**src/hdl/pli_pkg.sv**
```systemverilog
`timescale 1ns / 1ps
// shared types and codes for the piecewise linear interpolator
// no dependencies
package pli_pkg;

    localparam logic ACT_LOAD   = 1'b0;
    localparam logic ACT_SAMPLE = 1'b1;

    localparam logic [1:0] REGION_BELOW  = 2'd0;
    localparam logic [1:0] REGION_INSIDE = 2'd1;
    localparam logic [1:0] REGION_ABOVE  = 2'd2;

    localparam logic [1:0] CFG_COUNT = 2'd0;
    localparam logic [1:0] CFG_BELOW = 2'd1;
    localparam logic [1:0] CFG_ABOVE = 2'd2;

    localparam logic [4:0] COUNT_MIN = 5'd2;

    // search probe that walks the cell row
    typedef struct packed {
        logic               done;
        logic [1:0]         region;
        logic [3:0]         seg;
        logic               last;
        logic signed [31:0] x;
        logic signed [31:0] y0;
        logic [32:0]        t;
        logic [32:0]        dx;
        logic signed [32:0] dy;
    } probe_t;

    typedef struct packed {
        logic signed [31:0] y;
        logic [1:0]         region;
        logic [3:0]         seg;
        logic               last;
    } res_t;

endpackage

```
**src/hdl/pli_cell.sv**
```systemverilog
`timescale 1ns / 1ps
// one breakpoint cell: holds one (x, y) entry and tests one segment per probe
// depends on pli_pkg
module pli_cell #(
    parameter int IDX = 0
) (
    input  logic               clk,
    input  logic               rst_n,
    input  logic               wr_en,
    input  logic [3:0]         wr_index,
    input  logic signed [31:0] wr_x,
    input  logic signed [31:0] wr_y,
    input  logic [4:0]         n_cnt,
    input  logic signed [31:0] nb_x,
    input  logic signed [31:0] nb_y,
    input  logic               in_valid,
    input  pli_pkg::probe_t    in_probe,
    output logic               out_valid,
    output pli_pkg::probe_t    out_probe,
    output logic signed [31:0] pt_x,
    output logic signed [31:0] pt_y
);

    logic signed [31:0] x_reg;
    logic signed [31:0] y_reg;
    logic               valid_reg;
    pli_pkg::probe_t    probe_reg;
    pli_pkg::probe_t    probe_next;
    logic               active;

    assign active = (IDX + 1) < int'(n_cnt);

    always_ff @(posedge clk)
    begin
        if (wr_en && (IDX < 16) && (wr_index == 4'(IDX)))
        begin
            x_reg <= wr_x;
            y_reg <= wr_y;
        end
    end

    always_comb
    begin
        probe_next = in_probe;
        if (!in_probe.done && active && (in_probe.x < nb_x))
        begin
            probe_next.done = 1'b1;
            if (in_probe.x >= x_reg)
            begin
                probe_next.region = pli_pkg::REGION_INSIDE;
                probe_next.seg    = 4'(IDX);
                probe_next.y0     = y_reg;
                probe_next.t      = {in_probe.x[31], in_probe.x} - {x_reg[31], x_reg};
                probe_next.dx     = {nb_x[31], nb_x} - {x_reg[31], x_reg};
                probe_next.dy     = {nb_y[31], nb_y} - {y_reg[31], y_reg};
            end
            else
            begin
                probe_next.region = pli_pkg::REGION_BELOW;
                probe_next.seg    = 4'd0;
            end
        end
    end

    always_ff @(posedge clk or negedge rst_n)
    begin
        if (!rst_n)
        begin
            valid_reg <= 1'b0;
        end
        else
        begin
            valid_reg <= in_valid;
        end
    end

    always_ff @(posedge clk)
    begin
        if (in_valid)
        begin
            probe_reg <= probe_next;
        end
    end

    assign out_valid = valid_reg;
    assign out_probe = probe_reg;
    assign pt_x      = x_reg;
    assign pt_y      = y_reg;

endmodule

```
**config.mk**
```make
export PLATFORM = sky130hd
export DESIGN_NAME = pli_cell
export DESIGN_NICKNAME = d
export VERILOG_FILES = /design/src/hdl/pli_pkg.sv /design/src/hdl/pli_cell.sv
export SDC_FILE = /design/constraint.sdc
export NUM_CORES = 1
export LEC_CHECK = 0
export BUFFER_PORTS_ARGS = -buffer_cell sky130_fd_sc_hd__buf_2
export CAP_MARGIN = 20
export CORE_MARGIN = 4
export CORE_UTILIZATION = 30
export CTS_CLUSTER_SIZE = 14
export DETAILED_ROUTE_END_ITERATION = 8
export PLACE_DENSITY = 0.6
export SETUP_SLACK_MARGIN = 0.2
export SYNTH_ARGS = -nofsm -noshare
export SYNTH_HDL_FRONTEND = slang
export SYNTH_SLANG_ARGS = --single-unit
```
**constraint.sdc**
```tcl
create_clock -name clk -period 9.1 [get_ports clk]
set_input_delay 1.82 -clock clk [delete_from_list [all_inputs] [get_ports clk]]
set_output_delay 1.82 -clock clk [all_outputs]
set_load 0.1 [all_outputs]
```
* Yosys cells after proc, flatten, opt, wreduce, memory -nomap -nowiden
Index checks and enable logic that the tools add are counted.
Cells by class: add/subtract/negate cells 3, magnitude comparators 3, mux-type cells 4, reduce and logical (&&, ||, !) cells 5
Operators by type and width (number):
- two-way mux 131 bit | 2
- subtractor 32 x 32 -> 33 bit | 3
- greater-or-equal comparator 32 bit | 1
- < comparator 32 bit | 1
- two-way mux 6 bit | 1
- < comparator 1 x 5 -> 1 bit, first input constant | 1
- two-way mux 5 bit | 1
- zero test 4 bit | 1
- logical AND 1 bit | 3
- zero test 1 bit | 1
Storage, ports and cells: input bits 312, logic and storage cells 27, flip-flop bits (word level) 236, output and inout bits 236

* Depth between registers and ports, before layout
Gate-level depths: netlist of the first run.
word-level depth 4, depth in mapped cells 15, depth with buffers taken out 13

* Worst setup path after synthesis of the first run
OpenSTA, ideal clock, no wires.
path kind input-to-reg, start point input in_probe[132] in the netlist's numbering, end point register probe_reg (netlist bit out_probe[75]) (data pin), data required time 8.840 ns, stages on the path 12, path buffers 2, library setup time 0.260 ns, data arrival time 4.379 ns, slack 4.460 ns, cell sequence ha_1 > nor2b_4 > o31a_1 > o21ai_2 > o41ai_2 > o311a_1 > or3_1 > a31o_1 > nor3b_4 > buf_12 > buf_8 > mux2_4
RTL lines:
- from (decl) | RTL line pli_cell.sv:17 | input pli_pkg::probe_t in_probe,
- to (signal assigned) | RTL line pli_cell.sv:81 | probe_reg <= probe_next;
- to (decl) | RTL line pli_cell.sv:27 | pli_pkg::probe_t probe_reg;

==> run_results.csv, run 1 <==
group,metric,value,unit
outcome,outcome,"finished clean",
routing,drtIter0Drc,820,
power,total_power,3.52,mW
synth,netlist.area_leader.share,0.470,
cts,clkLatencyLatePin,580,ps
cts,clkTransAtPathRegs,60,ps
cts,cts_tree,"built",
routing,drtAntennaViolNets,0,
routing,wirelength,49.6,mm
timing,rsz0062_at_grt,"false",
synth,synthTopCellsByArea,"edfxtp_1 (47%), ha_1 (11%), mux2_4 (9.3%), inv_1 (3.2%), a21oi_1 (3.1%)",
timing,tightestPinTransition,1060,ps
job,cap_violations,0,
cells_and_area,drive_gt1_frac,0.384,
power,vdd_drop_max,0.148,mV
synth,yosysMostFrequentCell,"edfxtp_1",
synth,synth.avg_cell_area,11.8,um^2
timing,tns,0,ps
placed_design,portBuffers,546,
routing,dr_total_vias,12000,
die,core_region_area,49200,um^2
cts,ctsHoldBuffers,0,
synth,synth.distinct_cells,71,
die,die_width,232,um
grt,grt_usage,0.175,
power,power_density,182,nW/um^2
critical_path,rr_worst_depth,12,
hold_path,hold_path_class,"flip-flop to flip-flop",
critical_path,crit_required,9400,ps
placed_design,place_hpwl,39.8,mm
timing,fin_crit_sh,0.616,
grt,grt_pass1_vias,12100,
synth,syn_inst,1272,
synth,yosys-top-cells-count,"edfxtp_1 (235), inv_1 (129), ha_1 (127)",
critical_path,worstSetupEndpointType,"flip-flop",
die,start_util,0.305,
synth,synth_top_area_cell,"edfxtp_1",
synth,synthesis.nets,1714,
cts,postCtsSetupBuffers,0,
placed_design,gp_congestion,0.900,
hold_path,hold_depth,1,
synth,ys_seq_area_frac,0.472,
synth,yosysWarnings,0,
synth,synth-main-ff-cell,"edfxtp_1",
cts,cts_buffers,28,
die,num_rows,81,
timing,setup_viol,0,
cells_and_area,fillers,4815,
grt,grt_max_degree,108,
grt,grt_first_pass_wirelength,72.8,mm
synth,synth_edf_count,235,
critical_path,worst_setup_path_start_kind,"input port",
synth,syn-cell-area,15000,um^2
cts,htree_levels,1,
cells_and_area,syn2layout_area_growth,28.7,%
cts,post_cts_resized,0,
die,die_area,53600,um^2
power,leakagePower,8.94,nW
critical_path,worstPathArrival,5910,ps
cells_and_area,final_nets,2268,
grt,overflow,0,
die,io_pins,548,
grt,antenna_found_initial,9,
die,fp.dieH,232,um
critical_path,crit_fanout,41,
timing,hold_violations,0,
timing,timing.slew.headroom,0.295,
routing,vias_per_cell,4.78,
routing,routedWlPerCell,19.7,um
routing,firstDrtPassIters,8,
routing,drc,0,
cts,cts.sinks,236,
synth,synth_seq_cells,236,
timing,max_freq,0.178,GHz
cts,cts-root-buf,"clkbuf_16",
timing,fin_crit,5610,ps
critical_path,path_class,"input port to flip-flop",
timing,final_max_slew_viol_count,0,
synth,synthArstFlopShare,0.00424,
cts,clock_path_buffers,3,
timing,finalClockSkew,28.8,ps
-- layout make-up --
| class | count | area, um^2 | area share |
|---|---|---|---|
| clock inverter | 14 | 176 | 0.00914 |
| tap | 664 | 831 | 0.0430 |
| sequential | 236 | 7080 | 0.367 |
| antenna | 5 | 12.5 | 0.000648 |
| inverter | 129 | 484 | 0.0251 |
| multi-input combinational | 879 | 7150 | 0.371 |
| clock buffer | 38 | 758 | 0.0393 |
| timing repair buffer | 552 | 2800 | 0.145 |
-- state kept, by name, summed over array words and instances, names as in the netlist --
name       count
pt_y          32
pt_x          32
out_probe    171
out_valid      1
-- routing by layer --
| layer | GRT usage | routed length, um |
|---|---|---|
| met5 | 0 | 75 |
| met1 | 0.219 | 20200 |
| met4 | 0.0372 | 1070 |
| met2 | 0.302 | 24100 |
| met3 | 0.0487 | 4140 |
-- placed cells by master, fill, tap and decap left out, types with 7 or more instances in the layout --
cell | Yosys | final
buf_2 | 3 | 545
edfxtp_1 | 235 | 235
inv_1 | 129 | 129
ha_1 | 127 | 127
a21oi_1 | 94 | 94
mux2_4 | 93 | 93
nor2_1 | 78 | 78
nand2_1 | 58 | 58
a21o_1 | 56 | 56
o21ai_0 | 56 | 56
xnor2_1 | 45 | 45
xor2_1 | 29 | 29
clkbuf_16 | 0 | 28
nor2b_1 | 17 | 17
a31oi_1 | 17 | 17
nand3_1 | 16 | 16
mux2_2 | 16 | 16
nand4_1 | 15 | 15
o21a_1 | 15 | 15
nand2b_1 | 11 | 11
nor3_1 | 11 | 11
mux2i_1 | 11 | 11
a211oi_1 | 9 | 9
or3_1 | 9 | 9
and2_1 | 10 | 9
and3_1 | 8 | 8
clkbuf_1 | 12 | 8
clkinv_1 | 0 | 7
-- critical path, cell delays in order --
cell and delay [ps]:
buf_2 90, inv_1 40, ha_1 290, a21o_1 180, a21o_1 170, a21oi_1 220, o21ai_0 110, o32ai_1 310
nand3_1 570, nor3b_4 960, buf_4 720, mux2_4 350
-- metrics by stage --
step	std cells	util	cell area, um^2	worst slack, ps	hold WS, ps
floorplan	1272	-	15000	4460	1310
global placement	2459	0.373	18300	2680	607
detailed placement	2459	0.373	18300	2680	620
CTS	2511	0.392	19300	3270	635
global route	2515	0.393	19300	3130	649
finish	2517	0.393	19300	3490	630
-- worst paths after layout --
| kind | start | endpoint | slack, ps |
|---|---|---|---|
| max reg2reg | pt_x[1] | out_probe[50] | 4320 |
| min reg2reg | pt_y[3] | out_probe[102] | 630 |
| min | pt_y[3] | out_probe[102] | 630 |
| min in group asynchronous | rst_n | out_valid | 1010 |
| max | nb_x[21] | out_probe[50] | 3490 |
| max in group asynchronous | rst_n | out_valid | 8010 |
-- kinds of logic (layout without fill, tap and decap cells) --
family | Yosys count | after routing | share of synthesized area
compound gates | 302 | 302 | 0.128
simple gates | 253 | 253 | 0.0831
flops | 236 | 236 | 0.472
buf+inv | 157 | 733 | 0.0513
fa+ha+maj | 130 | 130 | 0.110
mux | 120 | 120 | 0.112
xor+xnor | 74 | 74 | 0.0432
other cells | 0 | 5 | 0
-- report_power, final --
part,internal (mW),switching (mW)
registers,1.28,0.0189
clock network,0.694,0.466
logic,0.286,0.773
Note: power is estimated with default switching activity, not from simulation.
==> inputs of run 2 (changes only) <==
==> constraint.sdc (replaced) <==
create_clock -name clk -period 5.48 [get_ports clk]
set_input_delay 1.096 -clock clk [delete_from_list [all_inputs] [get_ports clk]]
set_output_delay 1.096 -clock clk [all_outputs]
set_load 0.1 [all_outputs]
==> run_results.csv, run 2 (synthesized netlist as in run 1, its figures left out) <==
group,metric,value,unit
cells_and_area,layout_common_cells,"buf_2 (545), edfxtp_1 (235), inv_1 (129), ha_1 (127), a21oi_1 (94)",
cells_and_area,largest_register_ff_count,171,
routing,routedWlPerCell,19.6,um
cts,cts-root-buf,"clkbuf_16",
routing,dr_total_vias,12000,
placed_design,place_hpwl,39.5,mm
critical_path,slowest_stage,"or4b_1",
routing,drtAntennaViolNets,0,
critical_path,worst_setup_path_start_kind,"input port",
timing,fin_crit_sh,0.749,
cts,clkTransAtPathRegs,60,ps
die,fp.dieH,232,um
critical_path,crit_required,5800,ps
timing,finalClockSkew,18.4,ps
grt,grt_pass1_vias,12100,
die,die_width,232,um
cells_and_area,final_nets,2273,
critical_path,path_class,"input port to flip-flop",
grt,grt_usage,0.173,
cells_and_area,post-route-util,0.393,
die,start_util,0.305,
grt,grt_max_degree,102,
power,leakagePower,8.93,nW
grt,overflow,0,
grt,grt_first_pass_wirelength,71.9,mm
timing,setup_viol,0,
timing,fin_crit,4100,ps
cells_and_area,drive_gt1_frac,0.388,
grt,antenna_found_initial,7,
timing,final.setup.worst_slack,1380,ps
routing,drc,0,
cells_and_area,fillers,4770,
timing,tns,0,ps
routing,drtIter0Drc,749,
placed_design,dp_slack,775,ps
cts,cts_tree,"built",
job,cap_violations,0,
power,total_power,5.74,mW
placed_design,placed_area,18400,um^2
critical_path,crit_fanout,6,
timing,max_freq,0.244,GHz
power,power_density,297,nW/um^2
cts,cts_buffers,28,
routing,firstDrtPassIters,5,
critical_path,worstSetupEndpointType,"flip-flop",
timing,tightestPinTransition,1080,ps
power,vdd_drop_max,0.239,mV
placed_design,gp_congestion,0.904,
routing,vias_per_cell,4.78,
cts,htree_levels,1,
cts,ctsHoldBuffers,0,
critical_path,critical_path.max_stage_delay,490,ps
die,core_region_area,49200,um^2
timing,timing.slew.headroom,0.280,
die,num_rows,81,
cells_and_area,design_area,19300,um^2
cts,clock_path_buffers,3,
cts,cts.sinks,236,
timing,hold_violations,0,
cts,postCtsSetupBuffers,0,
critical_path,rr_worst_depth,14,
timing,final_max_slew_viol_count,0,
placed_design,portBuffers,546,
critical_path,critical_path.cell_chain,"buf_2, ha_1, a21o_1, or4b_1, nor3_1, o21ai_1, o221ai_1, buf_4, o21ai_0, a31oi_1, xnor2_1, mux2_4",
die,io_pins,548,
timing,rsz0062_at_grt,"false",
routing,wirelength,49.4,mm
cells_and_area,syn2layout_area_growth,28.8,%
critical_path,worstPathArrival,4430,ps
die,die_area,53600,um^2
cts,clkLatencyLatePin,570,ps
hold_path,hold_path_class,"input port to async pin",
outcome,outcome,"finished clean",
cts,post_cts_resized,0,
cells_and_area,mostFrequentLayoutCell,"buf_2",
==> run 2: cell types whose count changed in the layout (fill, tap and decap cells not counted), sizes merged <==
cell | previous run | this run
inv | 130 | 129
dlymetal6s2s | 1 | 0
diode | 5 | 4
bufinv | 4 | 2
clkinvlp | 0 | 1
buf | 550 | 556
clkinv | 9 | 14
clkbuf | 39 | 35
==> run 2: power breakdown <==
part	internal [mW]	switching [mW]
sequential	2.13	0.0327
combinational	0.483	1.29
clock	1.03	0.780
==> run 2: final timing paths <==
check	from	end	slack, ps
setup / recovery	nb_x[9]	out_probe[63]	1380
hold reg to reg	pt_y[10]	out_probe[109]	630
setup reg to reg	pt_x[1]	out_probe[106]	1480
hold / removal	rst_n	out_valid	300
max in group asynchronous	rst_n	out_valid	5100
min in group clk	pt_y[10]	out_probe[109]	630
==> run 2: layout make-up <==
| class | instances | area [um^2] | share of cell area |
|---|---|---|---|
| tap | 664 | 831 | 0.0430 |
| timing repair buffer | 557 | 2890 | 0.149 |
| clock inverter | 17 | 156 | 0.00809 |
| multi-input combinational | 879 | 7150 | 0.370 |
| antenna | 4 | 10.0 | 0.000518 |
| clock buffer | 34 | 723 | 0.0374 |
| inverter | 129 | 484 | 0.0251 |
| sequential | 236 | 7080 | 0.366 |
==> run 2: per-stage QoR <==
step | hold slack (ps) | cells
3_5_place_dp | 610 | 2465
4_1_cts | 248 | 2516
2_1_floorplan | 800 | 1272
6_report | 297 | 2520
5_1_grt | 262 | 2518
3_3_place_gp | 608 | 2465
==> run 2: worst max-delay path: cells and delay by family <==
| kind | cells | cell delay (ps) |
|---|---|---|
| muxes | 1 | 260 |
| adders and majority gates | 1 | 370 |
| and+or+nand+nor | 2 | 950 |
| buffers and inverters | 2 | 290 |
| xor gates and xnor gates | 1 | 120 |
| AOI/OAI and AO/OA | 5 | 1330 |
==> run 2: routing by layer <==
| metal | up-vias | GRT usage | part of all wire |
|---|---|---|---|
| li1 | 5837 | - | - |
| met1 | 5688 | 0.211 | 0.41 |
| met2 | 438 | 0.303 | 0.49 |
| met3 | 69 | 0.0514 | 0.085 |
| met4 | 8 | 0.0389 | 0.021 |
| met5 | - | 0 | 0.0011 |
==> inputs of run 3 (changes only) <==
==> constraint.sdc (replaced) <==
create_clock -name clk -period 4.3 [get_ports clk]
set_input_delay 0.86 -clock clk [delete_from_list [all_inputs] [get_ports clk]]
set_output_delay 0.86 -clock clk [all_outputs]
set_load 0.1 [all_outputs]
==> run_results.csv, run 3 (synthesized netlist as in run 1, its figures left out) <==
group,metric,value,unit
cts,post_cts_resized,0,
timing,fin_crit,3780,ps
timing,final_max_slew_viol_count,0,
routing,dr_total_vias,12200,
die,fp.dieH,232,um
grt,grt_max_degree,79,
grt,overflow,0,
cts,clkLatencyLatePin,570,ps
cells_and_area,layout_common_cells,"buf_2 (545), edfxtp_1 (235), inv_1 (129), ha_1 (127), a21oi_1 (94)",
timing,final.setup.worst_slack,519,ps
routing,routedWlPerCell,19.6,um
placed_design,dp_slack,50.4,ps
cts,cts.sinks,236,
cts,cts_tree,"built",
cells_and_area,drive_gt1_frac,0.406,
die,start_util,0.305,
cts,clock_path_buffers,3,
routing,drc,0,
critical_path,crit_required,4610,ps
die,io_pins,548,
timing,setup_viol,0,
timing,tightestPinTransition,1060,ps
cells_and_area,design_area,19800,um^2
hold_path,hold_path_class,"input port to async pin",
placed_design,place_hpwl,40.6,mm
grt,grt_usage,0.175,
job,cap_violations,0,
critical_path,path_class,"flip-flop to flip-flop",
cts,ctsHoldBuffers,0,
cts,cts_buffers,29,
die,num_rows,81,
power,power_density,391,nW/um^2
die,die_width,232,um
routing,drtAntennaViolNets,0,
cells_and_area,mostFrequentLayoutCell,"buf_2",
cells_and_area,largest_register_ff_count,171,
routing,drtIter0Drc,621,
placed_design,gp_congestion,0.907,
grt,antenna_found_initial,9,
critical_path,crit_start,"pt_x[1]",
power,vdd_drop_max,0.300,mV
power,leakagePower,9.22,nW
timing,tns,0,ps
timing,hold_violations,0,
cells_and_area,syn2layout_area_growth,32.1,%
cells_and_area,post-route-util,0.403,
placed_design,portBuffers,546,
cts,cts-root-buf,"clkbuf_16",
critical_path,worstPathArrival,4090,ps
cells_and_area,fillers,4758,
routing,vias_per_cell,4.76,
die,die_area,53600,um^2
timing,timing.slew.headroom,0.295,
timing,fin_crit_sh,0.879,
routing,firstDrtPassIters,5,
timing,finalClockSkew,18.9,ps
timing,rsz0062_at_grt,"false",
critical_path,reg2reg_from,"pt_x[1]",
grt,grt_first_pass_wirelength,72.9,mm
die,core_region_area,49200,um^2
cts,clkTransAtPathRegs,60,ps
routing,wirelength,50.2,mm
outcome,outcome,"finished clean",
placed_design,placed_area,18800,um^2
cts,htree_levels,1,
cells_and_area,final_nets,2313,
critical_path,worstSetupEndpointType,"flip-flop",
critical_path,worst_setup_path_start_kind,"flip-flop",
timing,worst_hold_slack,61.3,ps
grt,grt_pass1_vias,12400,
cts,postCtsSetupBuffers,0,
critical_path,crit_fanout,14,
timing,max_freq,0.265,GHz
-- run 3: changes by cell type in the layout (fill, tap and decap cells not counted) --
cell | previous run | this run
clkbuf_16 | 28 | 29
clkinv_1 | 6 | 3
buf_12 | 5 | 8
clkinv_2 | 3 | 5
bufinv_16 | 2 | 7
buf_4 | 6 | 42
clkbuf_1 | 6 | 0
clkinvlp_4 | 1 | 4
diode_2 | 4 | 2
inv_6 | 0 | 2
clkinv_8 | 1 | 0
clkinv_4 | 4 | 3
-- run 3: report_power, final --
group | switching (mW) | internal [mW] | leakage [nW] | total [mW]
Combinational | 1.65 | 0.648 | 6.45 | 2.30
Clock | 1.04 | 1.65 | 0.503 | 2.69
Sequential | 0.0416 | 2.71 | 2.26 | 2.75
-- run 3: metrics by stage --
step	power [mW]	instances
final	7.74	2559
after global routing	8.05	2558
after CTS	7.84	2557
after detailed placement	5.10	2504
after global placement	5.08	2504
after floorplan	4.53	1272
-- run 3: area by class of cell --
class	instances	area [um^2]	share of cell area
antenna	2	5.00	0.000253
multi-input combinational	879	7150	0.361
clock inverter	24	320	0.0162
timing repair buffer	596	3220	0.162
sequential	236	7080	0.357
inverter	129	484	0.0244
tap	664	831	0.0419
clock buffer	29	726	0.0366
-- run 3: layer usage --
| metal | vias up | global-route usage | wire length [um] | share of wire |
|---|---|---|---|---|
| li1 | 5909 | - | - | - |
| met1 | 5751 | 0.214 | 20400 | 0.41 |
| met2 | 442 | 0.302 | 24100 | 0.48 |
| met3 | 76 | 0.0547 | 4250 | 0.085 |
| met4 | 14 | 0.0437 | 1340 | 0.027 |
| met5 | - | 0 | 105 | 0.0021 |
-- run 3: path summary, 6_finish.rpt --
check,endpoint,slack [ps],depth (start not counted)
setup reg to reg,out_probe[68],520,13
max in group asynchronous,out_valid,4160,1
hold / removal,out_valid,60,1
setup / recovery,out_probe[68],520,13
min in group clk,pt_x[14],460,1
hold reg to reg,out_probe[120],630,1
-- run 3: critical path, cell delays in order (launching register included) --
cell and delay, ps:
edfxtp_1 500, inv_1 120, ha_1 310, nor2b_4 140
o31a_1 290, o21ai_2 240, o41ai_2 130, o311a_1 350
or3_1 410, a31o_1 190, nor3b_4 170, buf_12 170
buf_4 190, mux2_4 300
